### src/hw/rtl/pxsv_pkg.sv
// ----------------------------------------------------------------------------
// pxsv_pkg
// Types and constants of the peer transfer variable responder.
// ----------------------------------------------------------------------------
`default_nettype none

package pxsv_pkg;

   // request fields of one decoded peer transfer
   typedef struct packed {
      logic [6:0] source_low;
      logic [6:0] dest_low;
      logic [6:0] dest_high;
      logic [3:0] high_bits;
      logic [6:0] func;
      logic [6:0] var_index;
      logic [6:0] var_value;
   } req_type;

   // one reply byte
   typedef struct packed {
      logic [7:0] reply_byte;
      logic       last_byte;
   } rsp_type;

   // csr register indexes
   typedef enum logic [2:0] {
      REG_WRITE_CODE   = 3'd0,
      REG_READ_CODE    = 3'd1,
      REG_PORT_COUNT   = 3'd2,
      REG_VERSION_HIGH = 3'd3,
      REG_VERSION_LOW  = 3'd4
   } reg_idx_type;

   // reply frame constants
   localparam logic [7:0] OPC_PEER_XFER  = 8'hE5;
   localparam logic [7:0] MSG_LEN        = 8'h10;
   localparam logic [7:0] SRC_TAG        = 8'h7B;
   localparam logic [6:0] ADDR_PROG_HIGH = 7'h7F;
   localparam logic [7:0] ADDR_MASK_BYTE = 8'h7F;

   // reset values
   localparam logic [7:0] RST_WRITE_CODE = 8'd2;
   localparam logic [7:0] RST_READ_CODE  = 8'd1;
   localparam logic [6:0] RST_PORT_COUNT = 7'd2;
   localparam logic [7:0] RST_ADDR_LOW   = 8'd88;
   localparam logic [7:0] RST_ADDR_HIGH  = 8'd1;

   // reply byte positions
   localparam logic [3:0] POS_OPC    = 4'd0;
   localparam logic [3:0] POS_LEN    = 4'd1;
   localparam logic [3:0] POS_SRC    = 4'd2;
   localparam logic [3:0] POS_DST    = 4'd3;
   localparam logic [3:0] POS_SRCH   = 4'd4;
   localparam logic [3:0] POS_VERH   = 4'd5;
   localparam logic [3:0] POS_CMD    = 4'd6;
   localparam logic [3:0] POS_IDX    = 4'd7;
   localparam logic [3:0] POS_VERL   = 4'd8;
   localparam logic [3:0] POS_TAG    = 4'd9;
   localparam logic [3:0] POS_PXCT   = 4'd10;
   localparam logic [3:0] POS_D1     = 4'd11;
   localparam logic [3:0] POS_D2     = 4'd12;
   localparam logic [3:0] POS_D3     = 4'd13;
   localparam logic [3:0] POS_D4     = 4'd14;
   localparam logic [3:0] POS_CHK    = 4'd15;

   // width of a store index plus offset
   localparam int unsigned SUM_W = 9;

endpackage

`default_nettype wire

### src/hw/rtl/peer_xfer_sv_responder.sv
// ----------------------------------------------------------------------------
// peer_xfer_sv_responder
// Answers peer transfer variable requests from a variable store with one write and one read port.
// ----------------------------------------------------------------------------
// The first reply byte shows in the cycle after the accepting edge, and the other
// bytes of the 16-byte reply follow back to back.
// The next request is taken during the checksum byte, so a new request can be
// accepted before the reply to the last one ends. A rejected request gives no reply.
// Reset: a clearing pass writes zero to all STORE_DEPTH entries, one per cycle,
// with busy high; csr writes are taken meanwhile. The receiver cannot stall.
`default_nettype none

module peer_xfer_sv_responder
   import pxsv_pkg::*;
#(
   parameter int unsigned STORE_DEPTH = 258
) (
   input  wire logic        clock,
   input  wire logic        reset,
   // request channel
   input  wire logic        start,
   output logic             busy,
   input  wire req_type     req_data,
   // reply channel
   output logic             rsp_valid,
   output rsp_type          rsp_data,
   // csr port
   input  wire logic        psel,
   input  wire logic        penable,
   input  wire logic        pwrite,
   input  wire logic [4:0]  paddr,
   input  wire logic [31:0] pwdata,
   output logic [31:0]      prdata,
   output logic             pready
);

   localparam int unsigned    ADDR_W    = $clog2(STORE_DEPTH);
   localparam logic [SUM_W-1:0] DEPTH_LIM = SUM_W'(STORE_DEPTH);
   localparam logic [ADDR_W-1:0] CLR_LAST = ADDR_W'(STORE_DEPTH - 1);

   typedef enum logic [2:0] {
      ST_CLEAR = 3'b001,
      ST_IDLE  = 3'b010,
      ST_SEND  = 3'b100
   } state_type;

   // csr registers
   logic [7:0] write_code_ff, write_code_in;
   logic [7:0] read_code_ff, read_code_in;
   logic [6:0] port_count_ff, port_count_in;
   logic [6:0] vers_high_ff, vers_high_in;
   logic [6:0] ver_low_ff, ver_low_in;

   // control state
   state_type         state_ff, state_in;
   logic [3:0]        cnt_ff, cnt_in;
   logic [ADDR_W-1:0] clr_cnt_ff, clr_cnt_in;
   logic [7:0]        own_low_ff, own_low_in;
   logic [7:0]        own_high_ff, own_high_in;

   // captured request and reply parts
   logic [6:0] src_ff, src_in;
   logic [7:0] cmd_ff, cmd_in;
   logic [7:0] idx_ff, idx_in;
   logic       rd_ff, rd_in;
   logic [7:0] b10_ff, b10_in;
   logic [7:0] b11_ff, b11_in;
   logic [7:0] b14_ff, b14_in;
   logic [7:0] r0_ff, r0_in;
   logic [7:0] r1_ff, r1_in;
   logic [7:0] r2_ff, r2_in;
   logic [7:0] xor_ff, xor_in;

   // store and its ports
   logic [7:0]        store_mem [STORE_DEPTH];
   logic [7:0]        rd_data_ff;
   logic              rd_ok_ff, rd_ok_in;
   logic              mem_we, mem_re;
   logic [ADDR_W-1:0] mem_wa, mem_ra;
   logic [7:0]        mem_wd;
   logic [SUM_W-1:0]  rd_addr;
   logic [7:0]        rd_word;

   // request decode
   logic             accept, take, addr_match;
   logic [7:0]       cmd8, idx8, val8;
   logic             is_wr, is_rd, wr_port, wr_in_range;
   logic [SUM_W-1:0] port_limit;
   logic             csr_wr;
   logic [7:0]       cur_byte;

   // ---------------------------------------------------------------- csr port
   assign pready = 1'b1;
   assign csr_wr = psel & penable & pwrite;

   always_comb begin
      write_code_in = write_code_ff;
      read_code_in  = read_code_ff;
      port_count_in = port_count_ff;
      vers_high_in  = vers_high_ff;
      ver_low_in    = ver_low_ff;
      if (csr_wr) begin
         unique case (paddr[4:2])
            REG_WRITE_CODE:   write_code_in = pwdata[7:0];
            REG_READ_CODE:    read_code_in  = pwdata[7:0];
            REG_PORT_COUNT:   port_count_in = pwdata[6:0];
            REG_VERSION_HIGH: vers_high_in  = pwdata[6:0];
            REG_VERSION_LOW:  ver_low_in    = pwdata[6:0];
            default: ;
         endcase
      end
   end

   // csr readback
   always_comb begin
      unique case (paddr[4:2])
         REG_WRITE_CODE:   prdata = {24'd0, write_code_ff};
         REG_READ_CODE:    prdata = {24'd0, read_code_ff};
         REG_PORT_COUNT:   prdata = {25'd0, port_count_ff};
         REG_VERSION_HIGH: prdata = {25'd0, vers_high_ff};
         REG_VERSION_LOW:  prdata = {25'd0, ver_low_ff};
         default:          prdata = 32'd0;
      endcase
   end

   // ---------------------------------------------------------- request decode
   assign busy   = (state_ff == ST_CLEAR) || ((state_ff == ST_SEND) && (cnt_ff != POS_CHK));
   assign accept = start & ~busy;

   assign addr_match = (({1'b0, req_data.dest_low} == own_low_ff) || (req_data.dest_low == 7'd0))
                    && (({1'b0, req_data.dest_high} == own_high_ff)
                        || (req_data.dest_high == ADDR_PROG_HIGH));
   assign take = accept & addr_match;

   // restore bit 7 of the command, index and value bytes
   assign cmd8 = {req_data.high_bits[0], req_data.func};
   assign idx8 = {req_data.high_bits[1], req_data.var_index};
   assign val8 = {req_data.high_bits[3], req_data.var_value};

   assign is_wr       = (cmd8 == write_code_ff);
   assign is_rd       = (cmd8 == read_code_ff) || (cmd8 == 8'd0);
   assign port_limit  = ({2'b00, port_count_ff} << 1) + {2'b00, port_count_ff} + SUM_W'(3);
   assign wr_port     = is_wr && (idx8 > 8'd2) && ({1'b0, idx8} < port_limit);
   assign wr_in_range = ({1'b0, idx8} < DEPTH_LIM);

   // write-side reply parts and address updates
   always_comb begin
      own_low_in  = own_low_ff;
      own_high_in = own_high_ff;
      b10_in      = b10_ff;
      b11_in      = b11_ff;
      b14_in      = b14_ff;
      if (take) begin
         b10_in = 8'd0;
         b11_in = 8'd0;
         b14_in = 8'd0;
         if (is_wr) begin
            priority if (idx8 == 8'd0) begin
               b11_in = own_high_ff;
            end else if (idx8 == 8'd1) begin
               own_low_in = val8;
               b11_in     = ADDR_MASK_BYTE;
               b14_in     = val8;
            end else if (idx8 == 8'd2) begin
               if (val8 != ADDR_MASK_BYTE) begin
                  own_high_in = val8;
               end
               b11_in = ADDR_MASK_BYTE;
               b14_in = ADDR_MASK_BYTE;
            end else if (wr_port) begin
               // read-back equals the written value unless the index is off the store
               b11_in = own_high_ff;
               if (wr_in_range) begin
                  b10_in = {4'd0, val8[7], 3'd0};
                  b14_in = {1'b0, val8[6:0]};
               end
            end else begin
               // beyond the port range the data bytes stay zero
            end
         end
      end
   end

   // ---------------------------------------------------------------- sequencer
   always_comb begin
      state_in   = state_ff;
      cnt_in     = cnt_ff;
      clr_cnt_in = clr_cnt_ff;
      unique case (state_ff)
         ST_CLEAR: begin
            clr_cnt_in = clr_cnt_ff + 1'b1;
            if (clr_cnt_ff == CLR_LAST) begin
               state_in = ST_IDLE;
            end
         end
         ST_IDLE: begin
            if (take) begin
               state_in = ST_SEND;
               cnt_in   = 4'd0;
            end
         end
         ST_SEND: begin
            cnt_in = cnt_ff + 1'b1;
            if (cnt_ff == POS_CHK) begin
               state_in = take ? ST_SEND : ST_IDLE;
               cnt_in   = 4'd0;
            end
         end
         default: begin
            state_in = ST_CLEAR;
         end
      endcase
   end

   // request capture
   always_comb begin
      src_in = take ? req_data.source_low : src_ff;
      cmd_in = take ? cmd8 : cmd_ff;
      idx_in = take ? idx8 : idx_ff;
      rd_in  = take ? is_rd : rd_ff;
   end

   // ------------------------------------------------------------ store access
   // writes: clearing pass, or a port variable write on the accepting edge
   always_comb begin
      if (state_ff == ST_CLEAR) begin
         mem_we = 1'b1;
         mem_wa = clr_cnt_ff;
         mem_wd = 8'd0;
      end else begin
         mem_we = take & wr_port & wr_in_range;
         mem_wa = idx8[ADDR_W-1:0];
         mem_wd = val8;
      end
   end

   // reads of index, index+1, index+2 while reply bytes 0 to 2 go out
   assign rd_addr  = {1'b0, idx_ff} + {{(SUM_W-2){1'b0}}, cnt_ff[1:0]};
   assign rd_ok_in = (rd_addr < DEPTH_LIM);
   assign mem_re   = (state_ff == ST_SEND) && rd_ff && (cnt_ff < 4'd3) && rd_ok_in;
   assign mem_ra   = rd_addr[ADDR_W-1:0];
   assign rd_word  = rd_ok_ff ? rd_data_ff : 8'd0;

   always_ff @(posedge clock) begin
      if (mem_we) begin
         store_mem[mem_wa] <= mem_wd;
      end
      if (mem_re) begin
         rd_data_ff <= store_mem[mem_ra];
      end
   end

   // collect the read words in the cycle after each read
   always_comb begin
      r0_in = r0_ff;
      r1_in = r1_ff;
      r2_in = r2_ff;
      if (state_ff == ST_SEND) begin
         if (cnt_ff == 4'd1) r0_in = rd_word;
         if (cnt_ff == 4'd2) r1_in = rd_word;
         if (cnt_ff == 4'd3) r2_in = rd_word;
      end
   end

   // ------------------------------------------------------------- reply bytes
   always_comb begin
      unique case (cnt_ff)
         POS_OPC:  cur_byte = OPC_PEER_XFER;
         POS_LEN:  cur_byte = MSG_LEN;
         POS_SRC:  cur_byte = own_low_ff;
         POS_DST:  cur_byte = {1'b0, src_ff};
         POS_SRCH: cur_byte = own_high_ff;
         POS_VERH: cur_byte = {1'b0, vers_high_ff};
         POS_CMD:  cur_byte = cmd_ff;
         POS_IDX:  cur_byte = idx_ff;
         POS_VERL: cur_byte = {1'b0, ver_low_ff};
         POS_TAG:  cur_byte = SRC_TAG;
         POS_PXCT: cur_byte = b10_ff
                              | (rd_ff ? {4'd0, r2_ff[7], r1_ff[7], r0_ff[7], 1'b0} : 8'd0);
         POS_D1:   cur_byte = rd_ff ? 8'd1 : b11_ff;
         POS_D2:   cur_byte = rd_ff ? {1'b0, r0_ff[6:0]} : 8'd0;
         POS_D3:   cur_byte = rd_ff ? {1'b0, r1_ff[6:0]} : 8'd0;
         POS_D4:   cur_byte = rd_ff ? {1'b0, r2_ff[6:0]} : b14_ff;
         POS_CHK:  cur_byte = ~xor_ff;
         default:  cur_byte = 8'd0;
      endcase
   end

   // running checksum over bytes 0 to 14
   always_comb begin
      priority if (take) begin
         xor_in = 8'd0;
      end else if (state_ff == ST_SEND) begin
         xor_in = xor_ff ^ cur_byte;
      end else begin
         xor_in = xor_ff;
      end
   end

   assign rsp_valid           = (state_ff == ST_SEND);
   assign rsp_data.reply_byte = cur_byte;
   assign rsp_data.last_byte  = (state_ff == ST_SEND) && (cnt_ff == POS_CHK);

   // ---------------------------------------------------------------- registers
   always_ff @(posedge clock) begin
      if (reset) begin
         write_code_ff <= RST_WRITE_CODE;
         read_code_ff  <= RST_READ_CODE;
         port_count_ff <= RST_PORT_COUNT;
         vers_high_ff  <= 7'd0;
         ver_low_ff    <= 7'd0;
         state_ff      <= ST_CLEAR;
         cnt_ff        <= 4'd0;
         clr_cnt_ff    <= '0;
         own_low_ff    <= RST_ADDR_LOW;
         own_high_ff   <= RST_ADDR_HIGH;
      end else begin
         write_code_ff <= write_code_in;
         read_code_ff  <= read_code_in;
         port_count_ff <= port_count_in;
         vers_high_ff  <= vers_high_in;
         ver_low_ff    <= ver_low_in;
         state_ff      <= state_in;
         cnt_ff        <= cnt_in;
         clr_cnt_ff    <= clr_cnt_in;
         own_low_ff    <= own_low_in;
         own_high_ff   <= own_high_in;
      end
   end

   // payload registers
   always_ff @(posedge clock) begin
      src_ff   <= src_in;
      cmd_ff   <= cmd_in;
      idx_ff   <= idx_in;
      rd_ff    <= rd_in;
      b10_ff   <= b10_in;
      b11_ff   <= b11_in;
      b14_ff   <= b14_in;
      r0_ff    <= r0_in;
      r1_ff    <= r1_in;
      r2_ff    <= r2_in;
      xor_ff   <= xor_in;
      rd_ok_ff <= rd_ok_in;
   end

endmodule

`default_nettype wire

### config.mk
export PLATFORM = sky130hd
export DESIGN_NAME = peer_xfer_sv_responder
export DESIGN_NICKNAME = d
export VERILOG_FILES = /design/src/hw/rtl/pxsv_pkg.sv /design/src/hw/rtl/peer_xfer_sv_responder.sv
export SDC_FILE = /design/constraint.sdc
export NUM_CORES = 2
export LEC_CHECK = 0
export BUFFER_PORTS_ARGS = -buffer_cell sky130_fd_sc_hd__buf_2
export CAP_MARGIN = 10
export CELL_PAD_IN_SITES_DETAIL_PLACEMENT = 0
export CELL_PAD_IN_SITES_GLOBAL_PLACEMENT = 1
export CORE_ASPECT_RATIO = 1.75
export CORE_MARGIN = 1.5
export CORE_UTILIZATION = 60
export DETAILED_ROUTE_END_ITERATION = 10
export HOLD_SLACK_MARGIN = 0.15
export PLACE_DENSITY_LB_ADDON = 0.1
export SLEW_MARGIN = 40
export SYNTH_ARGS = -nofsm -noshare
export SYNTH_HDL_FRONTEND = slang
export SYNTH_SLANG_ARGS = --single-unit
### constraint.sdc
create_clock -name clock -period 12.6 [get_ports clock]
set_input_delay 1.26 -clock clock [delete_from_list [all_inputs] [get_ports clock]]
set_output_delay 1.26 -clock clock [all_outputs]
set_load 0.02 [all_outputs]
Word-level counts from Yosys, hierarchy flattened
Memory sizes are Yosys's and may differ from the RTL's. A register that Yosys moved wholly into a read port is not among the register bits. Index checks and enable logic that the tools add are counted.

Memory bits (writable): 2064. Register bits after elaboration: 150. Memories: 1. Input port bits: 89. Output and inout bits: 44. Logic and storage cells: 146.

Memory list: store_mem (depth 258, width 8, read ports 1, clocked after memory_dff 1, wr ports 1, line peer_xfer_sv_responder.sv:75) `logic [7:0] store_mem [STORE_DEPTH];`.

Bitwise operators: 15. Add/sub/neg operators: 5. Order comparisons: 5. Muxes and demuxes: 29. Reduce and logical (&&, ||, !) cells: 33. Equal/unequal tests: 35.

Operators with widths (number): 8-bit one-hot mux with 16 select lines (1); 8-bit two-way mux (9); 8-bit one-hot mux with 5 select lines (1); 7-bit two-way mux (5); 4-bit == test (second input constant) (8); 2-bit AND reduction (9); 4-bit by 3-bit == test with 1-bit output (second input constant) (4); 7-bit by 8-bit == test with 1-bit output (2); 8-bit == test (2); 8-bit logical NOT (2); 3-bit two-way mux (4); 4-bit two-way mux (3); 8-bit by 2-bit adder with 9-bit output (1); 8-bit by 7-bit adder with 9-bit output (1); 9-bit by 1-bit adder with 9-bit output (second input constant) (1); 9-bit by 2-bit adder with 9-bit output (second input constant) (1); 3-bit by 2-bit == test with 1-bit output (second input constant) (3); 9-bit == test (second input constant) (1); 8-bit by 9-bit less-than comparator with 1-bit output (1); 8-bit by 9-bit less-than comparator with 1-bit output (second input constant) (1); 9-bit less-than comparator (second input constant) (1); 9-bit two-way mux (1); 3-bit one-hot mux with 3 select lines (1); 4-bit by 2-bit == test with 1-bit output (second input constant) (2); 32 further kinds (57).

Longest topological paths before layout
Word-level depth: 11. Gate-level depth with buffers: 18. Depth with buffers taken out: 15.

Worst setup path before layout
OpenSTA, ideal clock, no wires.

Path kind: input to register. From: input port req_data[0] (netlist bit). To: memory store_mem[0][0] (data pin). Setup slack: 3.992 ns. Required time: 11.198 ns. Library setup time: 1.402 ns. Stages on the path: 2. Path buffers: 0. Arrival time: 7.206 ns. Path through: inv_1 > nor2_1.

Word-level cells in the longest chain between the ends: 1.

Ends and longest elaborated chain: from (decl) (line peer_xfer_sv_responder.sv:23) `input wire req_type req_data,`; 8-bit two-way mux (line peer_xfer_sv_responder.sv:226) `if (state_ff == ST_CLEAR) begin`; net mem_wd[0] (line peer_xfer_sv_responder.sv:80) `logic [7:0] mem_wd;`; to (decl) (line peer_xfer_sv_responder.sv:75).

The timed path passes the listed nets, and every way through them passes these cells.

Worst setup path in the final report
From: register cnt_ff[0]. To: register rd_data_ff[4], read port of store_mem (data pin).

Word-level cells in the longest chain between the ends: 3. Elaborated cells between the ends (all ways): 5. Those cells by class: 1 x add/sub; 2 x order compare; 2 x reduce/logical.

Ends and longest elaborated chain: from (decl) (line peer_xfer_sv_responder.sv:56) `logic [3:0] cnt_ff, cnt_in;`; from (signal assigned) (line peer_xfer_sv_responder.sv:324) `cnt_ff <= cnt_in;`; 8-bit by 2-bit adder with 9-bit output / 4-bit by 2-bit less-than comparator with 1-bit output (equally long branches) (line peer_xfer_sv_responder.sv:238, peer_xfer_sv_responder.sv:240); 9-bit less-than comparator / 1-bit logical AND (equally long branches) (line peer_xfer_sv_responder.sv:239, peer_xfer_sv_responder.sv:240); 1-bit logical AND (line peer_xfer_sv_responder.sv:240) `assign mem_re = (state_ff == ST_SEND) && rd_ff && (cnt_ff < 4'd3) && rd_ok_in;`; to (decl) (line peer_xfer_sv_responder.sv:76) `logic [7:0] rd_data_ff;`.

Several ways; a longest one is shown, not always the timed one. A chain may end at the register's enable or synchronous reset.

==> flow_summary.yaml <==
status:
  run_status: "finished clean"
placement:
  placedInstanceArea_um2: 92700
  port-buffer-count: 80
  gpl.final_weighted_congestion: 0.914
  hpwl_after_detailed_placement_um: 141000
yosys:
  synthArstFlopShare_pct: 0
  synth_edf_count: 2137
  yosys_warnings: 0
  synth-seq-cells: 2215
  post_synth_inst_count: 4448
  synth_sequential_area_ratio_pct: 73.9
  synthDistinctLibCells: 87
  post_synth_instance_area_um2: 88900
  synthFlopType: "sky130_fd_sc_hd__edfxtp_1"
  syn_avg_cell_area_um2: 20.0
cells_and_area:
  largest_registers: "store_mem (2064), clr_cnt_ff (9)"
  largest_reg_flops: 2064
  finish.instance_area_um2: 99200
  largest-register: "store_mem"
  final_layout_size_suffix_gt1_share_pct: 28.1
  nets_final: 4776
  final.fill_count: 9472
  multi_input_combinational_cell_area_um2: 22300
  sequential_cell_area_um2: 65700
  area_delta_synth_final_pct: 11.5
  mostFrequentLayoutCells: "sky130_fd_sc_hd__edfxtp_1 (2137), sky130_fd_sc_hd__mux4_2 (605), sky130_fd_sc_hd__nand2_1 (208), sky130_fd_sc_hd__clkbuf_16 (194), sky130_fd_sc_hd__nor2_1 (181)"
  layout_commonest_cell: "sky130_fd_sc_hd__edfxtp_1"
floorplanning:
  floorplan.die_area_um2: 151000
  die_h_um: 512
  io-pin-count: 133
  core_area_um2: 147000
  start_util_pct: 60.5
  row_count: 186
  die_x_um: 294
routing:
  firstDrtPassIters: 7
  detail_route.iter0.violations: 4861
  detailed_route_wl_um: 226000
  drc_errors_left: 0
  wire_per_inst_um: 33.3
  via_per_inst: 6.62
  routed-via-count: 44975
  postRouteAntennaNets: 0
clocking:
  clkSinkCount: 2215
  postCtsHoldBufs: 0
  cts_max_level: 4
  worst_setup_hold_path_clk_slew_ps: 70
  insertion_delay_ps: 840
  ctsResizeCount: 0
  tritoncts: "built"
  cts_setup_buffers: 0
  clk_path_buf_depth: 3
  number_of_buffers_inserted_during_clock_tree_synthesis: 190
  root_buffer: "sky130_fd_sc_hd__clkbuf_16"
grt:
  grt_pass1_wl_um: 323000
  grt.overflow.total: 0
  antenna_violations_before_repair: 4
  grt_start_max_net_pins: 116
  groute.usage.overall_pct: 30.5
  first_global_vias: 45645
setup_path:
  crit_path_start_kind: "flip-flop"
  criticalPathCategory: "reg -> reg"
  cp.buffers_inverters: 2
  required_ps: 13180
  path_delay_family: "adder cells"
  crit_arrival_ps: 6320
  crit_chain: "ha_4 -> fa_4 -> buf_12 -> buf_4 -> mux4_2 -> mux4_2 -> nand2_1 -> a21oi_1 -> nor4_1 -> o31ai_1 -> o2111a_1"
  cpPeakStageDelay_ps: 1200
  path_common_cell: "sky130_fd_sc_hd__mux4_2"
  master_of_the_slowest_instance_on_the_critical_path: "sky130_fd_sc_hd__fa_4"
  worst-path-max-fanout: 114
  critPathCaptureType: "flip-flop"
power_and_ir_drop:
  reported_leakage_power_nw: 31.8
  total_power_divided_by_cell_area_nw_per_um2: 148
  power.ir.vdd_worst_mv: 0.155
  cellInternalPower_w: 0.0116
  clock_power_share_pct: 40.5
  power_frac_comb_pct: 3.7
  switching_share_pct: 21.2
  seq_power_share_pct: 55.7
  net-switching-power_w: 0.00312
timing:
  tns_ps: 0
  final_setup_violation_count: 0
  tightest_pin_transition_ps: 1000
  skew_ps: 28.6
  remaining_max_slew_budget_at_the_tightest_pin_pct: 33.3
  fin_hold_ws_ps: 518
  finalCritPeriodShare_pct: 45.6
  finalMaxSlewViolations: 0
  post-route-min-period_ps: 5740
  hold_violations: 0
  rsz0062_at_grt: "false"
  maxClockFrequency_mhz: 174
flow_run:
  number_of_violations_of_the_max_capacitance_limit: 0
min_path:
  worstHoldPathType: "reg -> reg"
[cell families (layout without fill, tap and decap cells)]
family / count (synthesis) / count (layout) / share of synthesized area, %
DFF: 2215 / 2215 / 73.9
and+or+nand+nor: 865 / 865 / 4.64
muxes: 697 / 697 / 16.4
buffers and inverters: 320 / 663 / 1.89
AOI/OAI and AO/OA: 265 / 265 / 2.18
xor gates and xnor gates: 55 / 55 / 0.559
adders and majority gates: 29 / 29 / 0.417
other: 2 / 29 / 0.00845
[cell type report]
cell class,instances,area share (%)
Inverter,24,0.0908
Multi-Input combinational cell,1936,22.5
Sequential cell,2215,66.3
Clock inverter,118,1.29
Tap cell,1974,2.49
Clock buffer,230,5.05
Antenna cell,4,0.0101
Timing Repair Buffer,291,2.31
[worst paths after layout]
kind         startpoint  slack, ps  cells past startpoint            end
min           xor_ff[6]        520                      2      xor_ff[6]
max reg2reg   cnt_ff[0]       6860                     11  rd_data_ff[4]
max           cnt_ff[0]       6860                     11  rd_data_ff[4]
min reg2reg   xor_ff[6]        520                      2      xor_ff[6]
[Yosys cell counts (7+ instances only)]
| cell | n | area share (%) |
|---|---|---|
| sky130_fd_sc_hd__a211oi_1 | 17 | 0.14 |
| sky130_fd_sc_hd__a21o_1 | 11 | 0.093 |
| sky130_fd_sc_hd__a21oi_1 | 43 | 0.24 |
| sky130_fd_sc_hd__a22o_1 | 8 | 0.079 |
| sky130_fd_sc_hd__a22oi_1 | 34 | 0.29 |
| sky130_fd_sc_hd__a311oi_1 | 7 | 0.069 |
| sky130_fd_sc_hd__a31o_2 | 8 | 0.079 |
| sky130_fd_sc_hd__a31oi_1 | 13 | 0.091 |
| sky130_fd_sc_hd__a32oi_1 | 11 | 0.11 |
| sky130_fd_sc_hd__and2_1 | 22 | 0.15 |
| sky130_fd_sc_hd__and3_1 | 15 | 0.11 |
| sky130_fd_sc_hd__buf_1 | 22 | 0.093 |
| sky130_fd_sc_hd__buf_2 | 92 | 0.52 |
| sky130_fd_sc_hd__buf_4 | 55 | 0.46 |
| sky130_fd_sc_hd__buf_6 | 21 | 0.27 |
| sky130_fd_sc_hd__clkbuf_1 | 106 | 0.45 |
| sky130_fd_sc_hd__dfxtp_1 | 78 | 1.8 |
| sky130_fd_sc_hd__edfxtp_1 | 2137 | 72 |
| sky130_fd_sc_hd__ha_1 | 28 | 0.39 |
| sky130_fd_sc_hd__inv_1 | 24 | 0.10 |
| sky130_fd_sc_hd__mux2_2 | 13 | 0.16 |
| sky130_fd_sc_hd__mux2i_1 | 79 | 0.89 |
| sky130_fd_sc_hd__mux4_2 | 605 | 15 |
| sky130_fd_sc_hd__nand2_1 | 223 | 0.94 |
| sky130_fd_sc_hd__nand2b_1 | 11 | 0.077 |
| sky130_fd_sc_hd__nand3_1 | 83 | 0.47 |
| sky130_fd_sc_hd__nand3b_1 | 13 | 0.11 |
| sky130_fd_sc_hd__nand4_1 | 14 | 0.098 |
| sky130_fd_sc_hd__nor2_1 | 201 | 0.85 |
| sky130_fd_sc_hd__nor2b_1 | 20 | 0.14 |
| sky130_fd_sc_hd__nor3_1 | 196 | 1.1 |
| sky130_fd_sc_hd__nor3_2 | 11 | 0.12 |
| sky130_fd_sc_hd__nor3b_1 | 12 | 0.10 |
| sky130_fd_sc_hd__nor4_1 | 17 | 0.12 |
| sky130_fd_sc_hd__o211ai_1 | 7 | 0.059 |
| sky130_fd_sc_hd__o21a_1 | 7 | 0.059 |
| sky130_fd_sc_hd__o21ai_0 | 32 | 0.18 |
| sky130_fd_sc_hd__o22ai_1 | 12 | 0.084 |
| sky130_fd_sc_hd__or3_1 | 9 | 0.063 |
| sky130_fd_sc_hd__xnor2_1 | 24 | 0.24 |
| sky130_fd_sc_hd__xor2_1 | 29 | 0.29 |
[through the flow]
stage	util [%]	instances	power [W]	setup WS [ps]
after floorplan	-	4471	0.00864	3990
after global placement	62.7	6429	0.00886	6680
after detailed placement	63.1	6436	0.00890	6830
after CTS	67.4	6784	0.0148	6800
after global routing	67.5	6789	0.0150	6730
final	67.5	6792	0.0147	6860
[worst min-delay path, delay by kind of cell (launching register included)]
family                    cells  cell delay, ps
DFF                           1             340
xor gates and xnor gates      1              70
and+or+nand+nor               1              70
[power by group through the flow]
stage	combinational (W)	sequential, W	clock, W
after floorplan	0.000245	0.00839	0
after global placement	0.000499	0.00836	0
after detailed placement	0.000539	0.00836	0
after CTS	0.000540	0.00820	0.00604
after global routing	0.000573	0.00820	0.00628
final	0.000551	0.00820	0.00597
[metal layers]
layer | wire length [µm] | track usage [%] | up-vias
met2 | 119000 | 52.9 | 1984
met5 | 0 | 0 | -
met4 | 13400 | 15.9 | 0
li1 | - | - | 18720
met3 | 15200 | 4.58 | 471
met1 | 78100 | 37.1 | 23800
(Power assumes the default switching activity.)
